[config.mk]
export PLATFORM = sky130hd
export DESIGN_NAME = ffha_decode
export DESIGN_NICKNAME = d
export VERILOG_FILES = /design/src/rtl/core/ffha_pkg.sv /design/src/rtl/core/ffha_decode.sv
export SDC_FILE = /design/constraint.sdc
export NUM_CORES = 1
export LEC_CHECK = 0
export BUFFER_PORTS_ARGS = -buffer_cell sky130_fd_sc_hd__buf_2
export CORE_MARGIN = 4
export CORE_UTILIZATION = 35
export DETAILED_ROUTE_END_ITERATION = 7
export PLACE_DENSITY = 0.67
export SLEW_MARGIN = 30
export SYNTH_ARGS = -nofsm -noshare
export SYNTH_HDL_FRONTEND = slang
export SYNTH_SLANG_ARGS = --single-unit
[constraint.sdc]
create_clock -name vclk -period 6.6
set_input_delay 1.98 -clock vclk [all_inputs]
set_output_delay 1.98 -clock vclk [all_outputs]
set_load 0.005 [all_outputs]
[src/rtl/core/ffha_pkg.sv]
// ----------------------------------------------------------------------------
// ffha_pkg
// Shared constants, status codes and types of the first-fit heap allocator.
// ----------------------------------------------------------------------------
package ffha_pkg;

  localparam int unsigned HeapBytes     = 102400;
  localparam int unsigned GranuleBytes  = 16;
  localparam int unsigned GranShift     = $clog2(GranuleBytes);
  localparam int unsigned NumGran       = HeapBytes / GranuleBytes;
  localparam int unsigned HeaderGran    = (24 + GranuleBytes - 1) / GranuleBytes;
  localparam int unsigned HeaderBytes   = HeaderGran * GranuleBytes;
  localparam int unsigned GranW         = $clog2(NumGran + 1);
  localparam int unsigned EndW          = GranW + 1;
  localparam int unsigned MaxExt        = 64;
  localparam int unsigned ExtAw         = $clog2(MaxExt);
  localparam int unsigned CntW          = ExtAw + 1;
  localparam int unsigned RecAw         = $clog2(NumGran);
  localparam int unsigned BytesW        = 17;
  localparam int unsigned NeedW         = 32 - GranShift + 2;

  localparam logic [2:0] StOk       = 3'd0;
  localparam logic [2:0] StNull     = 3'd1;
  localparam logic [2:0] StNoFit    = 3'd2;
  localparam logic [2:0] StBadPtr   = 3'd3;
  localparam logic [2:0] StNotAlloc = 3'd4;
  localparam logic [2:0] StOverlap  = 3'd5;
  localparam logic [2:0] StFull     = 3'd6;

  localparam logic KindAlloc = 1'b0;

  typedef struct packed {
    logic [GranW-1:0] start;
    logic [GranW-1:0] len;
  } ext_t;

  typedef struct packed {
    logic             is_null;
    logic             too_big;
    logic             bad_ptr;
    logic [GranW-1:0] need;
    logic [RecAw-1:0] hdr;
  } dec_t;

endpackage

[src/rtl/core/ffha_decode.sv]
// ----------------------------------------------------------------------------
// ffha_decode
// Request pre-check: granule need of an allocate, pointer checks of a free.
// ----------------------------------------------------------------------------
module ffha_decode (
  input  logic [31:0]     request_bytes_i,
  input  logic [63:0]     payload_address_i,
  input  logic            kind_i,
  input  logic [63:0]     heap_base_i,
  output ffha_pkg::dec_t  dec_o
);
  import ffha_pkg::*;

  logic [32:0]      req_up;
  logic [NeedW-1:0] need_full;
  logic [63:0]      off;
  logic [63:0]      off_hdr;

  always_comb begin
    req_up    = {1'b0, request_bytes_i} + 33'(GranuleBytes - 1);
    need_full = NeedW'(req_up >> GranShift) + NeedW'(HeaderGran);
    off       = payload_address_i - heap_base_i;
    off_hdr   = off - 64'(HeaderBytes);
    dec_o.need    = need_full[GranW-1:0];
    dec_o.too_big = need_full > NeedW'(NumGran);
    dec_o.is_null = (kind_i == KindAlloc) ? (request_bytes_i == 32'd0)
                                          : (payload_address_i == 64'd0);
    dec_o.bad_ptr = (off[GranShift-1:0] != '0) || (off < 64'(HeaderBytes)) ||
                    (off >= 64'(HeapBytes));
    dec_o.hdr     = RecAw'(off_hdr >> GranShift);
  end

endmodule

Word-level counts from Yosys, hierarchy flattened
Cells that the tools add are included.
{ "word_totals": {"reg_bits": 0, "out_inout_bits": 29, "word_cells": 13} }
{ "classes": {"addsub": 4, "order_cmp": 3, "mux": 1, "n_reduce_logical": 5} }
{ "op_table": {"columns": ["cell", "n"], "rows": [
  ["$ge 64x17->1 const B", 1],
  ["$logic_not 64->1", 1],
  ["$lt 64x6->1 const B", 1],
  ["$sub 64x64->64", 1],
  ["$add 32x4->33 const B", 1],
  ["$logic_not 32->1", 1],
  ["$add 29x2->30 const B", 1],
  ["$gt 30x13->1 const B", 1],
  ["$sub 17x6->17 const B", 1],
  ["$reduce_bool 4->1", 1],
  ["$logic_or 1x1->1", 2],
  ["$mux 1", 1]
]} }

Logic depth before layout (Yosys ltp)
Gate-level depths: netlist of run 1.
{ "depth": {"depth_word": 4, "depth_mapped": 16, "ltp_nobuf": 15} }

Worst setup path before layout of run 1
No wires, ideal clock.
{ "synth_path": {"path_type": "input port to output port", "startpoint": "in payload_address_i[0]", "endpoint": "out dec_o[26] (netlist name)", "arrival_ns": 4.823, "t_required_ns": 4.620, "slack_ns": -0.203, "stages": 15, "n_path_buf": 0, "cell_sequence": "inv_1 -> ha_1 -> fa_1 -> nand2b_1 -> a21o_1 -> a221o_1 -> and4b_1 -> nor3_1 -> nand2b_1 -> nor2_1 -> nor3b_1 -> nor4_1 -> nand4_1 -> nor4_1 -> nand4_1"} }
{ "synth_rtl": {"columns": ["element", "line_no", "rtl"], "rows": [
  ["start: declaration", "ffha_decode.sv:7", "input logic [63:0] payload_address_i,"],
  ["end: declaration", "ffha_decode.sv:10", "output ffha_pkg::dec_t dec_o"]
]} }

==> flow_summary.toml, run 1 <==
[routing]
top_layer = "met5"
ant_nets = 0
first_pass_iters = 6
vias = 8754
drt-total-wl_microns = 26200
met2_length_microns = 12400
drc = 0
vias_per_cell = 5.46
wl_met1_microns = 11100
wl_per_cell_microns = 16.4
drt_iter0_drc = 703
wl_met3_microns = 2180

[setup_path]
cp_data_arrival_time_ps = 5280
crit_type = "in -> out"
endpoint_kind = "primary output"
max_stage_delay_ps = 410
crit_end = "dec_o[26]"
critPathLaunchType = "primary input"
critPathMaxFanout = 4
crit_chain = "buf_8 > inv_4 > ha_4 > fa_2 > nand2b_4 > a21o_1 > a221o_1 > a31oi_4 > o31ai_4 > a21oi_2 > a221o_1 > a41oi_2 > xor2_1 > nand4_1 > nor4_2 > nand4_1 > buf_2"
cp_data_required_time_ps = 4620
crit_start = "payload_address_i[0]"
worst_path_max_delay_cell = "a221o_1"

[pwr]
intPower_mw = 0.499
seq_power_share_pct = 0
pwr-share-comb_pct = 100.0
p_sw_mw = 0.503
peakVddDrop_mv = 0.0419
powerDensity_nw_per_um2 = 101
p_total_mw = 1.00
pwr-share-clk_pct = 0
power_switching_share_pct = 50.2
p_leak_nw = 4.95

[timing]
tns_ps = -1120
hold_violations = 0
relSlewSlack_pct = 60.7
slew_viol_final = 0
min_period_ps = 7260
worst_pin_slew_ps = 584
setup_viol = 4
fin_crit_sh_pct = 110
fmax_mhz = 138
setup_ws_ps = -663
rsz0062_at_grt = "yes"

[worst_hold_path]
hp-class = "in -> out"
hp-start = "request_bytes_i[10]"

[clock_network]
cts-hold-fix-buffers = 0

[floorplanning]
initial_core_util_pct = 36.2
num_io_pins = 190
rows = 46
die_area_sq_um = 18700
core_sq_um = 16100
die_w_microns = 137
die_y_microns = 137

[place]
placed_cells = 1584
dp_hpwl_microns = 22100
port-buffer-count = 190
place_ws_ps = -833
routabilityCongestion = 1.02

[finish]
final_cell_mix = "buf_4 (315), buf_2 (182), nand2_1 (91)"
utilization_pct = 62.1
antennaDiodeCount = 0
regArea_sq_um = 0
clkbuf_count = 0
fin_nets = 1616
drive_gt1_share_pct = 44.6
stdcell_count = 1603
seq_cells = 0
area_delta_synth_final_pct = 71.4
layout_commonest_cell = "buf_4"

[synthesis]
ys_seq_area_share_pct = 0
synth.distinct_cells = 83
synth.cell_area_sq_um = 5820
yosysWarnings = 0
syn-num-nets = 1144
postSynthCellCount = 917
post_synth.cell_area_avg_sq_um = 6.34

[global_route]
grt_antenna_before_repair = 1
grt_usage_pct = 25.8
grt_pass1_wl_microns = 39900
grt_max_degree = 10
grt_pass1_vias = 8375
grt_overflow = 0

[run_status]
status = "finished with violations"
violations = "negative setup slack"

[run]
drv_cap = 0
worst max-delay path: cells and delay by family:
kind,cells,cell delay [ps]
buffers and inverters,3,280
xor gates and xnor gates,1,160
AOI/OAI and AO/OA,7,1540
and+or+nand+nor,4,800
adders and majority gates,2,520
kinds of logic (layout without fill, tap and decap cells):
logic type	after synthesis	after routing	synth area share (%)
simple gates	355	355	31.4
compound gates	289	289	32.7
buf+inv	122	592	8.18
xor+xnor	79	79	12.3
fa+ha+maj	67	67	14.5
mux	5	5	0.882
area by class of cell:
type / instances / area (sq um)
Fill cell: 1482 / 6090
Multi-Input combinational cell: 795 / 5960
Timing Repair Buffer: 510 / 3430
Inverter: 82 / 313
Tap cell: 216 / 270
cells in the mapped netlist, types with 3 or more instances:
| master | number | share of area (%) |
|---|---|---|
| nand2_1 | 97 | 6.3 |
| a21oi_1 | 90 | 7.7 |
| inv_1 | 82 | 5.3 |
| nor2_1 | 72 | 4.6 |
| ha_1 | 65 | 14 |
| o21ai_0 | 40 | 3.4 |
| nand4_1 | 39 | 4.2 |
| xor2_1 | 39 | 5.9 |
| xnor2_1 | 38 | 5.7 |
| nor4_1 | 32 | 3.4 |
| a21o_1 | 31 | 4.0 |
| clkbuf_1 | 30 | 1.9 |
| nand3_1 | 28 | 2.4 |
| nor3_1 | 25 | 2.2 |
| o21ai_1 | 19 | 1.6 |
| a31oi_1 | 13 | 1.4 |
| nand2b_1 | 13 | 1.4 |
| o21a_1 | 13 | 1.7 |
| and3_1 | 11 | 1.2 |
| o211ai_1 | 10 | 1.3 |
| a211oi_1 | 9 | 1.2 |
| o21bai_1 | 9 | 1.2 |
| buf_2 | 8 | 0.69 |
| a21boi_0 | 6 | 0.77 |
| and4_1 | 6 | 0.90 |
| a2111oi_0 | 4 | 0.60 |
| a221o_1 | 4 | 0.69 |
| mux2i_1 | 4 | 0.69 |
| nor2b_1 | 4 | 0.43 |
| o31a_1 | 4 | 0.60 |
| o311a_1 | 3 | 0.52 |
| o31ai_1 | 3 | 0.39 |
| or3_1 | 3 | 0.32 |
| or4_1 | 3 | 0.39 |
repair_timing:
item | in CTS | in global routing
setup endpoints to repair | 6 | 8
endpoints found under the hold margin | 0 | 0
buffers inserted | 11 | 9
pin swaps | 30 | 48
resized for setup | 60 | 61
power by group through the flow:
stage / Combinational [mW] / Clock, mW / Sequential [mW]
floorplan: 0.440 / 0 / 0
global placement: 0.873 / 0 / 0
detailed placement: 0.881 / 0 / 0
CTS: 0.929 / 0 / 0
global route: 1.08 / 0 / 0
finish: 1.00 / 0 / 0
metal layers:
layer  vias up  track usage, %
met2       360            46.2
met1      4020            33.5
met4         2            4.55
li1       4327               -
met5         -               0
met3        45            3.09
how the worst min path moves through the flow:
stage / slack (ps) / depth (start not counted) / end
after detailed placement: 4270 / 3 / dec_o[23]
after global routing: 4320 / 3 / dec_o[23]
after global placement: 4260 / 3 / dec_o[23]
after CTS: 4290 / 3 / dec_o[23]
final: 4300 / 3 / dec_o[19]
after floorplan: 4020 / 1 / dec_o[13]
per-stage QoR:
stage	cell area (sq um)	hold slack, ps
final	9970	4300
after global routing	9970	4320
after detailed placement	9200	4270
after floorplan	5890	4020
after CTS	9600	4290
after global placement	9200	4260
No activity file was read; power rests on OpenSTA's default activity.
==> run 2, diff against run 1 <==
--- a/config.mk
+++ b/config.mk
@@ -9,6 +9,7 @@
 export CORE_MARGIN = 4
 export CORE_UTILIZATION = 35
 export DETAILED_ROUTE_END_ITERATION = 7
+export GPL_TIMING_DRIVEN = 0
 export PLACE_DENSITY = 0.67
 export SLEW_MARGIN = 30
 export SYNTH_ARGS = -nofsm -noshare
==> flow_summary.toml, run 2 (synthesis gave the netlist of run 1 again) <==
[run_status]
status = "finished with violations"
violations = "negative setup slack"

[place]
port-buffer-count = 187
place_ws_ps = -1100
dp_hpwl_microns = 19200
routabilityCongestion = 0.969

[finish]
utilization_pct = 47.6
regArea_sq_um = 0
final_cell_mix = "buf_2 (192), nand2_1 (94), inv_1 (80)"
fillers = 1717
seq_cells = 0
antennaDiodeCount = 0
area_delta_synth_final_pct = 31.5
fin_nets = 1336
clkbuf_count = 0
layout_commonest_cell = "buf_2"
drive_gt1_share_pct = 29.1

[routing]
drt_iter0_drc = 537
vias = 7592
drc = 0
first_pass_iters = 5
drt-total-wl_microns = 22400
vias_per_cell = 5.74
wl_per_cell_microns = 16.9
ant_nets = 0

[timing]
hold_slack_ps = 4290
fmax_mhz = 139
worst_pin_slew_ps = 705
setup_ws_ps = -569
rsz0062_at_grt = "yes"
setup_viol = 2
relSlewSlack_pct = 52.6
tns_ps = -955
hold_violations = 0
fin_crit_sh_pct = 109
min_period_ps = 7170
slew_viol_final = 0

[global_route]
grt_pass1_vias = 7048
grt_usage_pct = 22.5
grt_overflow = 0
grt_antenna_before_repair = 0
grt_pass1_wl_microns = 35000
grt_max_degree = 11

[pwr]
powerDensity_nw_per_um2 = 96.1
peakVddDrop_mv = 0.0426
p_leak_nw = 3.49
p_total_mw = 0.735

[worst_hold_path]
hp-class = "in -> out"

[floorplanning]
num_io_pins = 190
die_w_microns = 137
die_area_sq_um = 18700
rows = 46
die_y_microns = 137
core_sq_um = 16100
initial_core_util_pct = 36.2

[setup_path]
critPathLaunchType = "primary input"
crit_type = "in -> out"
critPathMaxFanout = 4
cp_data_arrival_time_ps = 5190
cp_data_required_time_ps = 4620
endpoint_kind = "primary output"

[run]
drv_cap = 0
==> run 2: changes by cell type in the layout (fill, tap and decap cells not counted), sizes merged <==
| cell | change |
|---|---|
| clkbuf | +15 |
| buf | -295 |
==> run 2: what timing repair did <==
item | in CTS | in global routing
gates cloned | 0 | 0
hold buffers | 0 | 0
setup endpoints to repair | 4 | 5
setup buffers | 13 | 5
resized for setup | 78 | 27
pin swaps | 37 | 24
==> run 2: layout make-up <==
class,instances,area (sq um),area share [%]
well taps,216,270,3.54
plain buffers,25,111,1.46
repair buffers,205,1100,14.4
multi-input cells,795,5860,76.6
inverters,82,310,4.06
==> run 2: power by group <==
| part | total, mW | leakage [nW] | switching [mW] | internal, mW |
|---|---|---|---|---|
| Clock | 0 | 0 | 0 | 0 |
| Combinational | 0.735 | 3.49 | 0.433 | 0.301 |
| Sequential | 0 | 0 | 0 | 0 |
| Total | 0.735 | 3.49 | 0.433 | 0.301 |
==> run 2: routing by layer <==
layer | vias to the layer above | GRT usage, % | wire length, microns
met1 | 3502 | 31.1 | 9990
met4 | 0 | 3.66 | 433
met5 | - | 0 | 0
li1 | 3772 | - | -
met2 | 294 | 38.5 | 10200
met3 | 24 | 2.10 | 1790
==> run 2: stage by stage <==
step / cell area, sq um / cells
after floorplan: 5890 / 917
after global placement: 7090 / 1320
after detailed placement: 7090 / 1320
after CTS: 7470 / 1318
after global routing: 7640 / 1323
final: 7640 / 1323
==> run 2: worst paths after layout <==
path,startpoint,end,cells past startpoint
hold / removal,request_bytes_i[14],dec_o[23],3
setup / recovery,payload_address_i[0],dec_o[26],18
==> run 2: critical path, stage by stage <==
cell and delay, ps:
buf_8 80, inv_4 30, ha_4 140, fa_2 340, nand2b_4 160, a21o_1 170, a221o_1 400, a31oi_4 250
buf_6 140, o31ai_4 60, a21oi_2 180, a221o_1 270, a41oi_2 150, xor2_1 160, nand4_1 110, nor4_2 270
nand4_1 130, buf_2 150
==> run 3, diff against run 2 <==
--- a/config.mk
+++ b/config.mk
@@ -6,11 +6,12 @@
 export NUM_CORES = 1
 export LEC_CHECK = 0
 export BUFFER_PORTS_ARGS = -buffer_cell sky130_fd_sc_hd__buf_2
+export CAP_MARGIN = 15
 export CORE_MARGIN = 4
 export CORE_UTILIZATION = 35
 export DETAILED_ROUTE_END_ITERATION = 7
 export GPL_TIMING_DRIVEN = 0
-export PLACE_DENSITY = 0.67
+export PLACE_DENSITY = 0.59
 export SLEW_MARGIN = 30
 export SYNTH_ARGS = -nofsm -noshare
 export SYNTH_HDL_FRONTEND = slang
==> flow_summary.toml, run 3 (synthesis gave the netlist of run 1 again) <==
[global_route]
grt_pass1_wl_microns = 34600
grt_max_degree = 11
grt_antenna_before_repair = 0
grt_usage_pct = 22.3
grt_overflow = 0
grt_pass1_vias = 6956

[pwr]
p_leak_nw = 3.49
intPower_mw = 0.303
p_total_mw = 0.733
peakVddDrop_mv = 0.0352
powerDensity_nw_per_um2 = 95.9
seq_power_share_pct = 0
pwr-share-clk_pct = 0
p_sw_mw = 0.431
pwr-share-comb_pct = 100.0
power_switching_share_pct = 58.7

[run]
drv_cap = 0

[routing]
wl_per_cell_microns = 17.1
vias = 7546
first_pass_iters = 5
drc = 0
ant_nets = 0
drt-total-wl_microns = 22600
vias_per_cell = 5.70
drt_iter0_drc = 505

[run_status]
violations = "negative setup slack"
status = "finished with violations"

[setup_path]
crit_chain = "buf_2 > inv_1 > ha_2 > a21oi_1 > o21ai_2 > a21o_1 > a221o_1 > a21boi_2 > o21ai_1 > a221o_1 > xor2_1 > nor4_1 > nand4_1 > nor4_2 > nand4_1 > buf_2"
cp_data_required_time_ps = 4620
worst_path_max_delay_cell = "a221o_1"
cp_data_arrival_time_ps = 5220
crit_end = "dec_o[26]"
critPathMaxFanout = 6
crit_start = "heap_base_i[8]"
max_stage_delay_ps = 430
endpoint_kind = "primary output"
critPathLaunchType = "primary input"
crit_type = "in -> out"

[timing]
fmax_mhz = 139
tns_ps = -932
setup_ws_ps = -605
relSlewSlack_pct = 61.9
rsz0062_at_grt = "yes"
slew_viol_final = 0
setup_viol = 2
min_period_ps = 7200
fin_crit_sh_pct = 109
hold_violations = 0
worst_pin_slew_ps = 567
hold_slack_ps = 4290

[finish]
antennaDiodeCount = 0
fin_nets = 1337
layout_commonest_cell = "buf_2"
area_delta_synth_final_pct = 31.5
seq_cells = 0
drive_gt1_share_pct = 29.5
final_cell_mix = "buf_2 (190), nand2_1 (96), inv_1 (81)"
utilization_pct = 47.6
clkbuf_count = 0
stdcell_count = 1324
regArea_sq_um = 0
fillers = 1748

[floorplanning]
initial_core_util_pct = 36.2
die_area_sq_um = 18700
num_io_pins = 190
die_y_microns = 137
core_sq_um = 16100
die_w_microns = 137
rows = 46

[clock_network]
cts-hold-fix-buffers = 0

[place]
routabilityCongestion = 0.965
placed_cells = 1320
port-buffer-count = 187
dp_hpwl_microns = 19300

[worst_hold_path]
hp-class = "in -> out"
hp-start = "request_bytes_i[12]"
[run 3: critical path, delay by kind of cell]
family,cells,cell delay (ps)
buf+inv,3,310
simple gates,4,870
fa+ha+maj,1,300
xor+xnor,1,190
compound gates,7,1600
[run 3: per-layer routing]
| metal | GRT usage [%] | part of all wire [%] | vias up | wire length (microns) |
|---|---|---|---|---|
| met4 | 2.94 | 1.2 | 0 | 267 |
| met2 | 38.0 | 46 | 265 | 10300 |
| met3 | 2.10 | 7.5 | 18 | 1690 |
| li1 | - | - | 3779 | - |
| met5 | 0 | 0 | - | 0 |
| met1 | 31.2 | 46 | 3484 | 10300 |
[run 3: final cells by class]
| class | instances | area [sq um] | share of cell area [%] |
|---|---|---|---|
| inverters | 82 | 310 | 4.06 |
| plain buffers | 24 | 103 | 1.34 |
| repair buffers | 207 | 1110 | 14.6 |
| well taps | 216 | 270 | 3.54 |
| multi-input cells | 795 | 5850 | 76.5 |
[run 3: worst min-delay path by stage]
stage                     slack [ps]         to  depth (start not counted)
after floorplan                 4020  dec_o[13]                          1
after global placement          4290  dec_o[21]                          3
after detailed placement        4290  dec_o[21]                          3
after CTS                       4290  dec_o[21]                          3
after global routing            4320  dec_o[21]                          3
final                           4290  dec_o[21]                          3
[run 3: power groups by stage]
| stage | sequential (mW) | clock, mW | combinational, mW |
|---|---|---|---|
| after floorplan | 0 | 0 | 0.440 |
| after global placement | 0 | 0 | 0.656 |
| after detailed placement | 0 | 0 | 0.653 |
| after CTS | 0 | 0 | 0.695 |
| after global routing | 0 | 0 | 0.804 |
| final | 0 | 0 | 0.733 |
[run 3: what timing repair did]
| item | CTS | global route |
|---|---|---|
| pin swaps | 37 | 31 |
| cloned | 0 | 0 |
| setup buffers | 11 | 9 |
| gates resized for setup | 55 | 49 |
| endpoints found under the setup margin | 4 | 7 |
[run 3: per-stage QoR]
| step | cell area [sq um] | worst slack (ps) |
|---|---|---|
| after global placement | 7090 | -1100 |
| final | 7640 | -605 |
| after floorplan | 5890 | -43.4 |
| after detailed placement | 7090 | -1040 |
| after CTS | 7380 | -606 |
| after global routing | 7640 | -742 |
